## src/design/msfs_pkg.sv

```systemverilog
`timescale 1ns / 1ps
// Shared constants for the multi-sensor frame synchronizer.
// Status codes, register indexes, reset values and field widths; no dependencies.
package msfs_pkg;

    // Default number of sensor slots
    localparam int NUM_SOURCES_DEF = 8;

    // Field widths
    localparam int STAMP_W   = 32;
    localparam int SRC_W     = 3;
    localparam int CFG_CNT_W = 4;
    localparam int MASK_W    = 8;
    localparam int STATUS_W  = 3;
    localparam int CFG_IDX_W = 2;

    // Packed channel widths (rounded up to whole bytes)
    localparam int S_TDATA_W = 72;
    localparam int M_TDATA_W = 56;

    typedef logic [STATUS_W-1:0] status_t;
    typedef logic [CFG_IDX_W-1:0] cfg_idx_t;

    // Result status codes
    localparam status_t ST_NONE       = 3'd0;
    localparam status_t ST_DROPPED    = 3'd1;
    localparam status_t ST_WAITING    = 3'd2;
    localparam status_t ST_MERGED     = 3'd3;
    localparam status_t ST_TO_MERGED  = 3'd4;
    localparam status_t ST_TO_CLEARED = 3'd5;

    // Action codes
    localparam logic ACT_ARRIVAL = 1'b0;
    localparam logic ACT_TICK    = 1'b1;

    // Configuration register indexes
    localparam cfg_idx_t REG_MAX_SKEW    = 2'd0;
    localparam cfg_idx_t REG_STALE_TIME  = 2'd1;
    localparam cfg_idx_t REG_MIN_SOURCES = 2'd2;
    localparam cfg_idx_t REG_EXP_SOURCES = 2'd3;

    // Configuration reset values
    localparam logic [STAMP_W-1:0]   MAX_SKEW_RST    = 32'd1000000;
    localparam logic [STAMP_W-1:0]   STALE_TIME_RST  = 32'd500000;
    localparam logic [CFG_CNT_W-1:0] MIN_SOURCES_RST = 4'd2;
    localparam logic [CFG_CNT_W-1:0] EXP_SOURCES_RST = 4'd2;

endpackage

```

## src/design/multi_sensor_frame_sync.sv

```systemverilog
`timescale 1ns / 1ps
// Top level of the multi-sensor frame synchronizer: slot control, scans and output register.
// Depends on msfs_pkg and msfs_ram.
//
// One transaction in, one result out. A frame arrival with frame_ok low or a source_id at or
// beyond NUM_SOURCES is reported as dropped without a scan, once the output register is free.
// Every other arrival writes its capture stamp into the slot RAM and then scans all slots
// through the RAM's single read port: one pass for the full count and newest stamp, and, when
// enough slots are full, a second pass over all slots for the skew checks. A timeout tick
// takes the first pass only. A new transaction is taken as soon as the result is placed in the
// output register, even while it still waits for m_tready. The slot stamps need no clearing
// after reset; per-slot valid flags gate them.
module multi_sensor_frame_sync
    import msfs_pkg::*;
#(
    parameter int NUM_SOURCES = NUM_SOURCES_DEF
) (
    input  logic                 aclk,
    input  logic                 aresetn,
    // Configuration write port
    input  logic                 cfg_wr_en,
    input  logic [CFG_IDX_W-1:0] cfg_index,
    input  logic [STAMP_W-1:0]   cfg_wdata,
    // Input stream
    input  logic                 s_tvalid,
    output logic                 s_tready,
    // [2:0] source_id, [3] frame_ok, [35:4] capture_stamp, [67:36] now_stamp
    input  logic [S_TDATA_W-1:0] s_tdata,
    // [0] action
    input  logic                 s_tuser,
    // Result stream
    output logic                 m_tvalid,
    input  logic                 m_tready,
    // [7:0] merge_mask, [39:8] reference_stamp, [47:40] rejected_mask, [51:48] sources_merged
    output logic [M_TDATA_W-1:0] m_tdata,
    // [2:0] status
    output logic [STATUS_W-1:0]  m_tuser
);

    localparam int SLOT_W = (NUM_SOURCES > 1) ? $clog2(NUM_SOURCES) : 1;
    localparam int CNT_W  = $clog2(NUM_SOURCES + 1);
    localparam int CMP_W  = CNT_W + CFG_CNT_W;

    // Controller states
    localparam logic [1:0] S_IDLE  = 2'd0;
    localparam logic [1:0] S_SCAN1 = 2'd1;
    localparam logic [1:0] S_SCAN2 = 2'd2;
    localparam logic [1:0] S_OUT   = 2'd3;

    // Input field unpack
    logic               in_action;
    logic [SRC_W-1:0]   in_src;
    logic               in_ok;
    logic [STAMP_W-1:0] in_cap;
    logic [STAMP_W-1:0] in_now;

    assign in_action = s_tuser;
    assign in_src    = s_tdata[2:0];
    assign in_ok     = s_tdata[3];
    assign in_cap    = s_tdata[35:4];
    assign in_now    = s_tdata[67:36];

    // Configuration registers
    logic [STAMP_W-1:0]   max_skew_reg;
    logic [STAMP_W-1:0]   stale_time_reg;
    logic [CFG_CNT_W-1:0] min_src_reg;
    logic [CFG_CNT_W-1:0] exp_src_reg;

    always_ff @(posedge aclk) begin
        if (!aresetn) begin
            max_skew_reg   <= MAX_SKEW_RST;
            stale_time_reg <= STALE_TIME_RST;
            min_src_reg    <= MIN_SOURCES_RST;
            exp_src_reg    <= EXP_SOURCES_RST;
        end else if (cfg_wr_en) begin
            case (cfg_index)
                REG_MAX_SKEW:    max_skew_reg   <= cfg_wdata;
                REG_STALE_TIME:  stale_time_reg <= cfg_wdata;
                REG_MIN_SOURCES: min_src_reg    <= cfg_wdata[CFG_CNT_W-1:0];
                REG_EXP_SOURCES: exp_src_reg    <= cfg_wdata[CFG_CNT_W-1:0];
                default: ;
            endcase
        end
    end

    // Control and working registers
    logic [1:0]             state_reg, state_next;
    logic [NUM_SOURCES-1:0] slot_valid_reg, slot_valid_next;
    logic [STAMP_W-1:0]     last_arrival_reg, last_arrival_next;
    logic                   action_reg, action_next;
    logic                   stale_reg, stale_next;
    logic [STAMP_W-1:0]     now_reg, now_next;
    logic [SLOT_W:0]        issue_reg, issue_next;
    logic                   pend_reg, pend_next;
    logic [SLOT_W-1:0]      pidx_reg, pidx_next;
    logic [CNT_W-1:0]       full_cnt_reg, full_cnt_next;
    logic [NUM_SOURCES-1:0] full_mask_reg, full_mask_next;
    logic [STAMP_W-1:0]     ref_reg, ref_next;
    logic [CNT_W-1:0]       vcnt_reg, vcnt_next;
    logic [NUM_SOURCES-1:0] vmask_reg, vmask_next;
    logic [NUM_SOURCES-1:0] rmask_reg, rmask_next;
    // Pending result
    status_t                res_status_reg, res_status_next;
    logic [NUM_SOURCES-1:0] res_mmask_reg, res_mmask_next;
    logic [STAMP_W-1:0]     res_ref_reg, res_ref_next;
    logic [NUM_SOURCES-1:0] res_rmask_reg, res_rmask_next;
    logic [CNT_W-1:0]       res_cnt_reg, res_cnt_next;
    // Output register
    logic                   m_valid_reg, m_valid_next;
    logic [M_TDATA_W-1:0]   m_data_reg, m_data_next;
    status_t                m_user_reg, m_user_next;

    // RAM ports
    logic               ram_we;
    logic [SLOT_W-1:0]  ram_waddr;
    logic               ram_re;
    logic [SLOT_W-1:0]  ram_raddr;
    logic [STAMP_W-1:0] ram_rdata;

    msfs_ram #(
        .WIDTH (STAMP_W),
        .DEPTH (NUM_SOURCES)
    ) u_stamp_ram (
        .aclk    (aclk),
        .wr_en   (ram_we),
        .wr_addr (ram_waddr),
        .wr_data (in_cap),
        .rd_en   (ram_re),
        .rd_addr (ram_raddr),
        .rd_data (ram_rdata)
    );

    logic               s_accept;
    logic               src_in_range;
    logic [SLOT_W-1:0]  src_idx;
    logic               scan_done;
    logic               slot_hit;
    logic [STAMP_W-1:0] skew;
    logic [CMP_W-1:0]   full_cmp, vcnt_cmp, min_cmp, exp_cmp;
    logic               merge_ok;

    // Output packing helpers
    logic [NUM_SOURCES+MASK_W-1:0]  mmask_pad, rmask_pad;
    logic [CNT_W+CFG_CNT_W-1:0]     cnt_pad;

    assign s_tready     = (state_reg == S_IDLE);
    assign s_accept     = s_tvalid && s_tready;
    assign src_in_range = (32'(in_src) < NUM_SOURCES);
    assign src_idx      = SLOT_W'(in_src);
    assign scan_done    = (issue_reg == (SLOT_W + 1)'(NUM_SOURCES)) && !pend_reg;
    assign slot_hit     = pend_reg && slot_valid_reg[pidx_reg];
    assign skew         = ref_reg - ram_rdata;
    assign full_cmp     = CMP_W'(full_cnt_reg);
    assign vcnt_cmp     = CMP_W'(vcnt_reg);
    assign min_cmp      = CMP_W'(min_src_reg);
    assign exp_cmp      = CMP_W'(exp_src_reg);
    assign merge_ok     = (vcnt_cmp >= min_cmp) && (full_cmp == exp_cmp);

    assign mmask_pad = {{MASK_W{1'b0}}, res_mmask_reg};
    assign rmask_pad = {{MASK_W{1'b0}}, res_rmask_reg};
    assign cnt_pad   = {{CFG_CNT_W{1'b0}}, res_cnt_reg};

    // Store arrivals and sweep the slot RAM
    assign ram_we    = s_accept && (in_action == ACT_ARRIVAL) && in_ok && src_in_range;
    assign ram_waddr = src_idx;
    assign ram_re    = ((state_reg == S_SCAN1) || (state_reg == S_SCAN2)) &&
                       (issue_reg < (SLOT_W + 1)'(NUM_SOURCES));
    assign ram_raddr = issue_reg[SLOT_W-1:0];

    always_comb begin
        state_next        = state_reg;
        slot_valid_next   = slot_valid_reg;
        last_arrival_next = last_arrival_reg;
        action_next       = action_reg;
        stale_next        = stale_reg;
        now_next          = now_reg;
        issue_next        = issue_reg;
        pend_next         = 1'b0;
        pidx_next         = pidx_reg;
        full_cnt_next     = full_cnt_reg;
        full_mask_next    = full_mask_reg;
        ref_next          = ref_reg;
        vcnt_next         = vcnt_reg;
        vmask_next        = vmask_reg;
        rmask_next        = rmask_reg;
        res_status_next   = res_status_reg;
        res_mmask_next    = res_mmask_reg;
        res_ref_next      = res_ref_reg;
        res_rmask_next    = res_rmask_reg;
        res_cnt_next      = res_cnt_reg;
        m_valid_next      = m_valid_reg;
        m_data_next       = m_data_reg;
        m_user_next       = m_user_reg;

        // Retire a delivered result
        if (m_valid_reg && m_tready) begin
            m_valid_next = 1'b0;
        end

        // Advance the read sweep
        if (ram_re) begin
            issue_next = issue_reg + 1'b1;
            pend_next  = 1'b1;
            pidx_next  = issue_reg[SLOT_W-1:0];
        end

        case (state_reg)
            S_IDLE: begin
                if (s_accept) begin
                    action_next    = in_action;
                    now_next       = in_now;
                    stale_next     = (in_now - last_arrival_reg) > stale_time_reg;
                    issue_next     = '0;
                    full_cnt_next  = '0;
                    full_mask_next = '0;
                    ref_next       = '0;
                    if (in_action == ACT_TICK) begin
                        state_next = S_SCAN1;
                    end else if (in_ok && src_in_range) begin
                        slot_valid_next[src_idx] = 1'b1;
                        last_arrival_next        = in_now;
                        state_next               = S_SCAN1;
                    end else begin
                        res_status_next = ST_DROPPED;
                        res_mmask_next  = '0;
                        res_ref_next    = '0;
                        res_rmask_next  = '0;
                        res_cnt_next    = '0;
                        state_next      = S_OUT;
                    end
                end
            end

            S_SCAN1: begin
                // Count full slots and track the newest stamp
                if (slot_hit) begin
                    full_cnt_next            = full_cnt_reg + 1'b1;
                    full_mask_next[pidx_reg] = 1'b1;
                    if (ram_rdata > ref_reg) begin
                        ref_next = ram_rdata;
                    end
                end
                if (scan_done) begin
                    res_status_next = ST_WAITING;
                    res_mmask_next  = '0;
                    res_ref_next    = '0;
                    res_rmask_next  = '0;
                    res_cnt_next    = '0;
                    state_next      = S_OUT;
                    if (action_reg == ACT_ARRIVAL) begin
                        if (full_cmp >= min_cmp) begin
                            issue_next = '0;
                            vcnt_next  = '0;
                            vmask_next = '0;
                            rmask_next = '0;
                            state_next = S_SCAN2;
                        end
                    end else if ((full_cnt_reg == '0) || !stale_reg) begin
                        res_status_next = ST_NONE;
                    end else begin
                        if (full_cmp >= min_cmp) begin
                            res_status_next = ST_TO_MERGED;
                            res_mmask_next  = full_mask_reg;
                            res_ref_next    = ref_reg;
                            res_cnt_next    = full_cnt_reg;
                        end else begin
                            res_status_next = ST_TO_CLEARED;
                        end
                        slot_valid_next   = '0;
                        last_arrival_next = now_reg;
                    end
                end
            end

            S_SCAN2: begin
                // Reject slots beyond the allowed skew
                if (slot_hit) begin
                    if (skew > max_skew_reg) begin
                        slot_valid_next[pidx_reg] = 1'b0;
                        rmask_next[pidx_reg]      = 1'b1;
                    end else begin
                        vmask_next[pidx_reg] = 1'b1;
                        vcnt_next            = vcnt_reg + 1'b1;
                    end
                end
                if (scan_done) begin
                    res_ref_next   = ref_reg;
                    res_rmask_next = rmask_reg;
                    state_next     = S_OUT;
                    if (merge_ok) begin
                        res_status_next = ST_MERGED;
                        res_mmask_next  = vmask_reg;
                        res_cnt_next    = vcnt_reg;
                        slot_valid_next = '0;
                    end else begin
                        res_status_next = ST_WAITING;
                        res_mmask_next  = '0;
                        res_cnt_next    = '0;
                    end
                end
            end

            S_OUT: begin
                // Hand the result to the output register once it is free
                if (!m_valid_reg || m_tready) begin
                    m_valid_next = 1'b1;
                    m_user_next  = res_status_reg;
                    m_data_next  = {4'b0000, cnt_pad[CFG_CNT_W-1:0],
                                    rmask_pad[MASK_W-1:0], res_ref_reg,
                                    mmask_pad[MASK_W-1:0]};
                    state_next   = S_IDLE;
                end
            end

            default: state_next = S_IDLE;
        endcase
    end

    // Control state
    always_ff @(posedge aclk) begin
        if (!aresetn) begin
            state_reg        <= S_IDLE;
            slot_valid_reg   <= '0;
            last_arrival_reg <= '0;
            pend_reg         <= 1'b0;
            issue_reg        <= '0;
            m_valid_reg      <= 1'b0;
        end else begin
            state_reg        <= state_next;
            slot_valid_reg   <= slot_valid_next;
            last_arrival_reg <= last_arrival_next;
            pend_reg         <= pend_next;
            issue_reg        <= issue_next;
            m_valid_reg      <= m_valid_next;
        end
    end

    // Payload and scan accumulators
    always_ff @(posedge aclk) begin
        action_reg     <= action_next;
        stale_reg      <= stale_next;
        now_reg        <= now_next;
        pidx_reg       <= pidx_next;
        full_cnt_reg   <= full_cnt_next;
        full_mask_reg  <= full_mask_next;
        ref_reg        <= ref_next;
        vcnt_reg       <= vcnt_next;
        vmask_reg      <= vmask_next;
        rmask_reg      <= rmask_next;
        res_status_reg <= res_status_next;
        res_mmask_reg  <= res_mmask_next;
        res_ref_reg    <= res_ref_next;
        res_rmask_reg  <= res_rmask_next;
        res_cnt_reg    <= res_cnt_next;
        m_data_reg     <= m_data_next;
        m_user_reg     <= m_user_next;
    end

    assign m_tvalid = m_valid_reg;
    assign m_tdata  = m_data_reg;
    assign m_tuser  = m_user_reg;

`ifndef SYNTHESIS
    // A normal merge empties every slot
    a_merge_clears: assert property (@(posedge aclk) disable iff (!aresetn)
        (state_reg == S_SCAN2 && scan_done && merge_ok) |=> (slot_valid_reg == '0))
        else $error("slots not cleared after merge");

    // No source is both merged and rejected
    a_mask_disjoint: assert property (@(posedge aclk) disable iff (!aresetn)
        m_valid_reg |-> ((m_data_reg[7:0] & m_data_reg[47:40]) == 8'h00))
        else $error("merge and reject masks overlap");

    // A dropped frame reports no other field
    a_drop_zero: assert property (@(posedge aclk) disable iff (!aresetn)
        (m_valid_reg && m_user_reg == ST_DROPPED) |-> (m_data_reg == '0))
        else $error("dropped result carries data");

    // No read is in flight when a new transaction may enter
    a_idle_quiet: assert property (@(posedge aclk) disable iff (!aresetn)
        s_tready |-> !pend_reg)
        else $error("read pending while idle");

    // A tick never touches the slot RAM write port
    a_tick_nowrite: assert property (@(posedge aclk) disable iff (!aresetn)
        (s_accept && in_action == ACT_TICK) |-> !ram_we)
        else $error("tick wrote slot RAM");
`endif

endmodule

```

## src/design/msfs_ram.sv

```systemverilog
`timescale 1ns / 1ps
// Generic single-write, single-read synchronous RAM with registered read data.
// No dependencies.
module msfs_ram #(
    parameter int WIDTH = 32,
    parameter int DEPTH = 8,
    localparam int ADDR_W = (DEPTH > 1) ? $clog2(DEPTH) : 1
) (
    input  logic              aclk,
    input  logic              wr_en,
    input  logic [ADDR_W-1:0] wr_addr,
    input  logic [WIDTH-1:0]  wr_data,
    input  logic              rd_en,
    input  logic [ADDR_W-1:0] rd_addr,
    output logic [WIDTH-1:0]  rd_data
);

    logic [WIDTH-1:0] mem [DEPTH];
    logic [WIDTH-1:0] rd_data_reg;

    // Write port and registered read port
    always_ff @(posedge aclk) begin
        if (wr_en) begin
            mem[wr_addr] <= wr_data;
        end
        if (rd_en) begin
            rd_data_reg <= mem[rd_addr];
        end
    end

    assign rd_data = rd_data_reg;

endmodule
```

## config.mk

```make
export PLATFORM = sky130hd
export DESIGN_NAME = multi_sensor_frame_sync
export DESIGN_NICKNAME = d
export VERILOG_FILES = /design/src/design/msfs_pkg.sv /design/src/design/multi_sensor_frame_sync.sv /design/src/design/msfs_ram.sv
export SDC_FILE = /design/constraint.sdc
export NUM_CORES = 1
export LEC_CHECK = 0
export BUFFER_PORTS_ARGS = -buffer_cell sky130_fd_sc_hd__buf_2
export CORE_MARGIN = 3
export CORE_UTILIZATION = 55
export DETAILED_ROUTE_END_ITERATION = 10
export PLACE_DENSITY_LB_ADDON = 0.25
export RECOVER_POWER = 50
export SYNTH_ARGS = -nofsm -noshare
export SYNTH_HDL_FRONTEND = slang
export SYNTH_SLANG_ARGS = --single-unit
```

## constraint.sdc

```tcl
create_clock -name aclk -period 4.7 [get_ports aclk]
set_input_delay 0.94 -clock aclk [delete_from_list [all_inputs] [get_ports aclk]]
set_output_delay 0.94 -clock aclk [all_outputs]
set_load 0.005 [all_outputs]
```

==> results.txt, run 1 <==
----------------------------------------------------
[Outcome]
  Run status ... complete, but fails checks
  Violated checks ... max-capacitance violations, max-slew violations

[Placement]
  Pre-CTS setup slack ... -0.1582 ns
  Count of buffers inserted at the top-level ports ... 164
  Standard cell area after detailed placement ... 0.02998 mm^2
  HPWL reported at the end of detailed placement ... 41030 um
  Final Wtd Congestion ... 0.9196

[Cells and area]
  Final Net Count ... 2595
  Final instance area ... between 0.03 and 0.04 mm^2
  Area grow syn2layout ... 13.85%
  Flip-flop count of the largest register, all copies and words added ... 256
  Ratio of cells with drive above 1 in the final layout ... 0.1528
  Fillcell total ... approximately 3.8k
  Register containing the most flip-flops in the final layout ... u_stamp_ram.mem
  Final core occ ... 0.6364

[CTS]
  Clock tree root driver cell ... sky130_fd_sc_hd__clkbuf_16
  Sink Count ... a little over 600
  Number of buffers created by CTS ... 66
  CTS tree ... built
  Skew-Pair Late Insertion Delay ... 0.62 ns
  Number of post-CTS setup repair buffers ... 0
  Number of buffers on the longest clock path ... 3
  Clock-pin slew on the worst setup and hold paths ... 0.06 ns
  Number of levels the H-tree was split into ... 3

[Critical path]
  Levels on crit path ... 22
  Cell chain of the critical path ... inv_1, ha_1, inv_1, fa_2, nand2_2, a21oi_2, a2111oi_4, nor2_2, nand2_2, nor2_1, a211oi_2, xnor2_1, ha_1, a21o_1, a21o_1, a21o_1, a221o_1, o2111ai_1, nand3_2, o21a_1, a21oi_4, buf_6
  Buffers & Inverters on Critical Path ... 3
  Cell with the biggest individual delay on the critical path ... sky130_fd_sc_hd__a2111oi_4
  Startpoint type of the worst setup path ... flip-flop
  Sort of element at the end of the critical path ... flip-flop
  Critical setup path kind ... reg2reg
  Required @ worst endpoint ... 5.01 ns
  Dominant cell type by count on the critical path ... sky130_fd_sc_hd__a21o_1
  Cell depth of the worst flop-to-flop path ... 22
  Maximum fanout encountered on the critical timing path ... 6
  Top delay family on crit path ... compound AO/OA/AOI/OAI gates
  Slowest stage delay, CP ... around 0.43 ns
  Register-to-register setup slack ... 0.24 ns
  Data arrival, critical path ... ~4.8 ns

[STA]
  Minimum setup slack in the final design ... 0.2386 ns
  Unrepaired setup endpoints after global routing ... false
  Achievable Freq ... 224.1 MHz
  Endpoints failing hold ... 0
  Relative slew margins ... -0.7131
  Post-layout minimum cycle time ... 4.461 ns
  Final setup skew ... 0.02409 ns
  Slew at the pin closest to its max-slew limit ... 2.570 ns
  Ratio of final minimum period to clock period ... 0.9492
  Fin. max-slew vios ... 271
  Final setup violation count ... 0

[Synthesis]
  Register bit count reported by yosys ... 619
  Post-synthesis xor/xnor area fraction ... 0.01964
  Share of synthesized cell area in and, or, nand and nor gates ... 0.08754
  Combinational family with the most area after synthesis ... compound AO/OA/AOI/OAI gates
  Multiplexer share of the synthesized area ... 0.07837
  Count of flip-flops with a built-in enable after synthesis ... between 400 and 500
  Primary FF master, synth ... sky130_fd_sc_hd__edfxtp_1
  Cell count after synthesis ... 2122
  Post-synthesis sequential area ratio ... 0.6187
  Ranking of synthesized cells by area ... sky130_fd_sc_hd__edfxtp_1 (53%), sky130_fd_sc_hd__dfxtp_1 (8.5%), sky130_fd_sc_hd__ha_1 (6.4%)
  Post-synthesis adder-cell area fraction ... 0.06554
  Share of synthesized registers carrying an async set or reset ... 0
  Area share of the leading cell type in the synthesized netlist ... 0.5332
  Number of distinct library cell variants in the gate-level netlist after synthesis ... 72
  Most common cell in the synthesized netlist ... sky130_fd_sc_hd__edfxtp_1
  Complex-gate fraction of the synthesized area ... 0.09649
  Cell Area, Synth ... 0.02810 mm^2
  Largest area contributor in the synthesized netlist ... sky130_fd_sc_hd__edfxtp_1
  Synthesized area divided by synthesized cell count ... 13.24 um^2
  Most numerous cell types in the synthesized netlist ... sky130_fd_sc_hd__edfxtp_1 (499), sky130_fd_sc_hd__nand2_1 (170), sky130_fd_sc_hd__inv_1 (163)
  Yosys synthesis warning count ... 0

[Global routing]
  All-Layer GR Usage ... 0.2285
  Vias in the first global route ... roughly 18k
  Global-route wire length before repair ... 95610 um
  Total congestion overflow after global routing ... 0
  Largest net degree at the start of global routing ... 91
  Number of antenna violations at the first check in global routing ... 1

[Routing]
  Detailed-route DRC error count ... 0
  Post-DR vias/cell ... 5.686
  Routed wire length per instance ... 19.97 um
  Pre-Repair DR Iteration Count ... 6
  Number of violations reported at the end of detailed-routing iteration 0 ... roughly 1.2k
  Total Routed Length ... slightly above 60000 um
  Number of nets still failing antenna checks after routing ... 0
  Vias ... 17.41k

[Die]
  Starting density of the core ... 0.5590
  Standard-cell rows ... 82
  Horizontal die dimension ... 232.0 um
  Count of pins on the block boundary ... 173
  Die Footprint ... 0.05384 mm^2
  Die H ... 232.0 um
  Core outline area ... 0.05027 mm^2

[Worst hold path]
  Hold-critical path depth ... 0
  Class of the tightest hold or removal check ... reg2reg

[Power]
  Leakage ... 11.51 nW
  Total power per unit cell area ... ~640 mW/mm^2
  Maximum vdd ir drop ... 0.3540 mV

[Flow run]
  Number of max-capacitance violations reported ... 5

----------------------------------------------------
[placed cells by master, fill, tap and decap left out, drive strengths merged, types with 22 or more instances in the layout]
cell type / n
mux4: 64
a21oi: 128
nand2: 170
o211ai: 22
nor3: 27
dfxtp: 120
buf: 131
clkbuf: 190
mux2: 32
inv: 167
edfxtp: 499
ha: 144
a211oi: 38
o21a: 39
o21ai: 39
xnor2: 46
a21o: 49
nand4: 23
nor2: 117
and2: 84
mux2i: 40
[through the flow]
stage | std cells | setup TNS (ns) | power, mW | hold WS, ns
after global placement | 2940 | -0.09287 | 15.08 | 0.4048
after CTS | 3060 | -0.004871 | 20.50 | 0.4153
final | 3062 | 0 | 20.52 | 0.4149
after floorplan | 2125 | 0 | 13.18 | 0.4003
after detailed placement | 2940 | -0.1582 | 15.40 | 0.4045
after global routing | 3062 | 0 | 21.86 | 0.4242
[final timing paths]
path,startpoint,end
max reg2reg,ref_reg[0],vcnt_reg[1]
min reg2reg,res_ref_reg[4],m_tdata[12]
min,res_ref_reg[4],m_tdata[12]
max,ref_reg[0],vcnt_reg[1]
[worst register-to-register path: stages (launching register included)]
cell,delay [ns]
sky130_fd_sc_hd__edfxtp_1,0.38
sky130_fd_sc_hd__inv_1,0.07
sky130_fd_sc_hd__ha_1,0.15
sky130_fd_sc_hd__inv_1,0.05
sky130_fd_sc_hd__fa_2,0.35
sky130_fd_sc_hd__nand2_2,0.09
sky130_fd_sc_hd__a21oi_2,0.09
sky130_fd_sc_hd__a2111oi_4,0.43
sky130_fd_sc_hd__nor2_2,0.10
sky130_fd_sc_hd__nand2_2,0.10
sky130_fd_sc_hd__nor2_1,0.06
sky130_fd_sc_hd__a211oi_2,0.23
sky130_fd_sc_hd__xnor2_1,0.12
sky130_fd_sc_hd__ha_1,0.20
sky130_fd_sc_hd__a21o_1,0.17
sky130_fd_sc_hd__a21o_1,0.17
sky130_fd_sc_hd__a21o_1,0.17
sky130_fd_sc_hd__a221o_1,0.29
sky130_fd_sc_hd__o2111ai_1,0.16
sky130_fd_sc_hd__nand3_2,0.17
sky130_fd_sc_hd__o21a_1,0.24
sky130_fd_sc_hd__a21oi_4,0.18
sky130_fd_sc_hd__buf_6,0.18
[cells by family (layout without fill, tap and decap cells)]
logic type | Yosys count | after routing
flops | 619 | 619
fa+ha+maj | 146 | 146
mux | 136 | 136
xor+xnor | 63 | 63
buf+inv | 244 | 508
simple gates | 511 | 511
compound gates | 402 | 402
other cells | 1 | 5
[power breakdown]
group	internal (mW)	leakage, nW	switching (mW)
Sequential	7.04	5.58	0.501
Clock	2.97	1.04	2.11
Combinational	3.43	4.90	4.47
[metal layers]
metal	GRT usage	share of wire	routed length (um)
met5	0	0	0
met4	0.07301	0.027	1629
met3	0.03643	0.053	3220
met2	0.3806	0.49	29820
met1	0.3103	0.43	26490
[what timing repair did]
| item | in CTS | in global routing |
|---|---|---|
| gates cloned | 0 | 1 |
| pin swaps | 0 | 4 |
| setup endpoints to repair | 2 | 28 |
| resized for setup | 0 | 17 |
| hold buffers | 0 | 0 |
[area by class of cell]
class / count / area (um^2) / share of cell area
Multi-Input combinational cell: 1262 / 9888 / 0.3091
Timing Repair Buffer: 225 / 1154 / 0.03606
Clock buffer: 96 / 1879 / 0.05874
Sequential cell: 619 / 17390 / 0.5435
Tap cell: 672 / 840.8 / 0.02628
Antenna cell: 1 / 2.502 / 0.00007822
Inverter: 163 / 611.8 / 0.01912
Clock inverter: 24 / 229.0 / 0.007157
Note: power is estimated with default switching activity, not from simulation.
==> run 2, diff against run 1 <==
--- a/config.mk
+++ b/config.mk
@@ -6,7 +6,6 @@
 export NUM_CORES = 1
 export LEC_CHECK = 0
 export BUFFER_PORTS_ARGS = -buffer_cell sky130_fd_sc_hd__buf_2
-export CORE_MARGIN = 3
 export CORE_UTILIZATION = 55
 export DETAILED_ROUTE_END_ITERATION = 10
 export PLACE_DENSITY_LB_ADDON = 0.25
==> run 2 against run 1 <==
  * The flow still finishes with violations (max-capacitance violations, max-slew violations)
  * Sequential power about the same
  * Sequential share of layout area increased by 0.13 points
  * Non-clock buffer count decreased by 1
  * Critical path depth decreased by 1
  * Cell area decreased by 0.23%
  * Clock skew decreased by 0.0029 ns
  * First-iteration DRC count increased by 9.7%
  * Register-to-register slack about the same
  * Maximum frequency decreased by 0.12%
  * Count of clock-buffer cells in the layout decreased by 11
  * Largest cell class unchanged
==> results.txt, run 2 (synthesis results as in run 1) <==
----------------------------------------------------
[Outcome]
  Run status ... complete, but fails checks
  Violated checks ... max-capacitance violations, max-slew violations

[CTS]
  Clock tree root driver cell ... sky130_fd_sc_hd__clkbuf_16
  Number of buffers on the longest clock path ... 3
  Clock-pin slew on the worst setup and hold paths ... 0.06 ns
  Number of levels the H-tree was split into ... 3
  CTS tree ... built
  Number of buffers created by CTS ... 66
  Sink Count ... 619
  Skew-Pair Late Insertion Delay ... 0.62 ns

[Power]
  Maximum vdd ir drop ... 0.3534 mV
  Leakage ... 11.51 nW
  Total power per unit cell area ... roughly 640 mW/mm^2

[Placement]
  Pre-CTS setup slack ... -0.09949 ns
  Final Wtd Congestion ... 0.8990
  HPWL reported at the end of detailed placement ... ~40000 um
  Count of buffers inserted at the top-level ports ... 164
  Standard cell area after detailed placement ... 0.02998 mm^2

[Critical path]
  Data arrival, critical path ... 4.79 ns
  Cell chain of the critical path ... inv_1, ha_1, inv_1, fa_2, nand2_2, a21oi_2, a2111oi_4, o31ai_2, a31oi_2, buf_4, o21ai_1, a21oi_1, xnor2_1, ha_1, nand4_1, nor2_1, o2111ai_1, nand3_2, o21ai_0, a21oi_1, buf_4
  Buffers & Inverters on Critical Path ... 4
  Slowest stage delay, CP ... about 0.43 ns
  Top delay family on crit path ... compound AO/OA/AOI/OAI gates
  Worst Setup SP ... ref_reg[0]
  Critical setup path kind ... reg2reg
  Maximum fanout encountered on the critical timing path ... 8
  Required @ worst endpoint ... approximately 5 ns
  Sort of element at the end of the critical path ... flip-flop
  Cell with the biggest individual delay on the critical path ... sky130_fd_sc_hd__a2111oi_4
  Startpoint of the worst-slack reg-to-reg timing path ... ref_reg[0]
  Startpoint type of the worst setup path ... flip-flop

[STA]
  Post-layout minimum cycle time ... 4.467 ns
  Final setup skew ... 0.02115 ns
  Achievable Freq ... 223.9 MHz
  Relative slew margins ... -0.6927
  Endpoints failing hold ... 0
  Final setup violation count ... 0
  Ratio of final minimum period to clock period ... 0.9504
  Minimum setup slack in the final design ... 0.2332 ns
  Slew at the pin closest to its max-slew limit ... around 2.5 ns
  Fin. max-slew vios ... 343

[Cells and area]
  Final instance area ... 0.03192 mm^2
  Flip-flop count of the largest register, all copies and words added ... 256
  Final Net Count ... 2594
  ANT cells ... 0
  Most common library cell in the layout ignoring fill and taps ... sky130_fd_sc_hd__edfxtp_1
  Ratio of cells with drive above 1 in the final layout ... 0.1565
  Area grow syn2layout ... 13.59%
  Register containing the most flip-flops in the final layout ... u_stamp_ram.mem
  Commonest non-fill, non-tap cells in the layout ... sky130_fd_sc_hd__edfxtp_1 (499), sky130_fd_sc_hd__nand2_1 (169), sky130_fd_sc_hd__inv_1 (163)

[Die]
  Core outline area ... slightly above 0.05 mm^2
  Count of pins on the block boundary ... 173
  Die Footprint ... 0.05200 mm^2
  Starting density of the core ... 0.5590
  Horizontal die dimension ... 228.0 um
  Standard-cell rows ... 82
  Die H ... 228.0 um

[Flow run]
  Number of max-capacitance violations reported ... 7

[Global routing]
  Largest net degree at the start of global routing ... 91
  Global-route wire length before repair ... 95670 um
  Number of antenna violations at the first check in global routing ... 1
  Vias in the first global route ... 17.66k
  All-Layer GR Usage ... 0.2345
  Total congestion overflow after global routing ... 0

[Routing]
  Detailed-route DRC error count ... 0
  Vias ... 17.32k
  Routed wire length per instance ... 19.72 um
  Pre-Repair DR Iteration Count ... 5
  Total Routed Length ... 60240 um
  Number of violations reported at the end of detailed-routing iteration 0 ... 1275
  Number of nets still failing antenna checks after routing ... 0
  Post-DR vias/cell ... 5.669

[Worst hold path]
  Class of the tightest hold or removal check ... reg2reg
  Launch point of the worst hold path ... res_ref_reg[11]

----------------------------------------------------
run 2: power breakdown:
part	switching [mW]	leakage (nW)	internal [mW]
registers	0.490	5.58	7.04
logic	4.49	4.93	3.44
clock network	2.06	1.00	2.80
total	7.04	11.5	13.3
run 2: metrics by stage:
step / hold WS (ns) / power, mW / util / setup TNS, ns / std cells
5_1_grt: 0.4067 / 21.62 / 0.6349 / -0.001288 / 3055
2_1_floorplan: 0.4003 / 13.18 / - / 0 / 2125
3_5_place_dp: 0.4045 / 15.44 / 0.5964 / -0.09949 / 2939
3_3_place_gp: 0.4050 / 15.16 / 0.5964 / -0.07589 / 2939
6_report: 0.4051 / 20.33 / 0.6349 / 0 / 3055
4_1_cts: 0.4070 / 20.36 / 0.6367 / -0.003610 / 3054
run 2: worst reg2reg max path: stages (launching register included):
cell	delay, ns
sky130_fd_sc_hd__edfxtp_1	0.38
sky130_fd_sc_hd__inv_1	0.07
sky130_fd_sc_hd__ha_1	0.16
sky130_fd_sc_hd__inv_1	0.06
sky130_fd_sc_hd__fa_2	0.36
sky130_fd_sc_hd__nand2_2	0.10
sky130_fd_sc_hd__a21oi_2	0.10
sky130_fd_sc_hd__a2111oi_4	0.43
sky130_fd_sc_hd__o31ai_2	0.15
sky130_fd_sc_hd__a31oi_2	0.28
sky130_fd_sc_hd__buf_4	0.18
sky130_fd_sc_hd__o21ai_1	0.09
sky130_fd_sc_hd__a21oi_1	0.23
sky130_fd_sc_hd__xnor2_1	0.13
sky130_fd_sc_hd__ha_1	0.32
sky130_fd_sc_hd__nand4_1	0.10
sky130_fd_sc_hd__nor2_1	0.20
sky130_fd_sc_hd__o2111ai_1	0.20
sky130_fd_sc_hd__nand3_2	0.15
sky130_fd_sc_hd__o21ai_0	0.11
sky130_fd_sc_hd__a21oi_1	0.17
sky130_fd_sc_hd__buf_4	0.21
run 2: worst paths after layout:
kind / end / slack [ns] / cells after the start
setup / recovery: rmask_reg[4] / 0.23 / 21
hold / removal: m_tdata[19] / 0.41 / 0
setup reg to reg: rmask_reg[4] / 0.23 / 21
hold reg to reg: m_tdata[19] / 0.41 / 0
run 2: cell type report:
type	count	area [um^2]
Clock buffer	85	1824
Clock inverter	30	197.7
Fill cell	3845	18350
Inverter	163	611.8
Multi-Input combinational cell	1262	9884
Sequential cell	619	17390
Tap cell	672	840.8
Timing Repair Buffer	224	1172
run 2: what timing repair did:
action                                  in CTS  in global routing
resized for setup                            1                 16
pin swaps                                    0                  6
hold buffers                                 0                  0
buffers inserted                             0                  0
endpoints found under the setup margin       8                 28
gates cloned                                 0                  1
run 2: per-layer routing:
metal  GRT usage  wire, um
met5           0         7
met4     0.07508      1444
met3     0.03625      2869
met2      0.3934     29790
met1      0.3144     26130
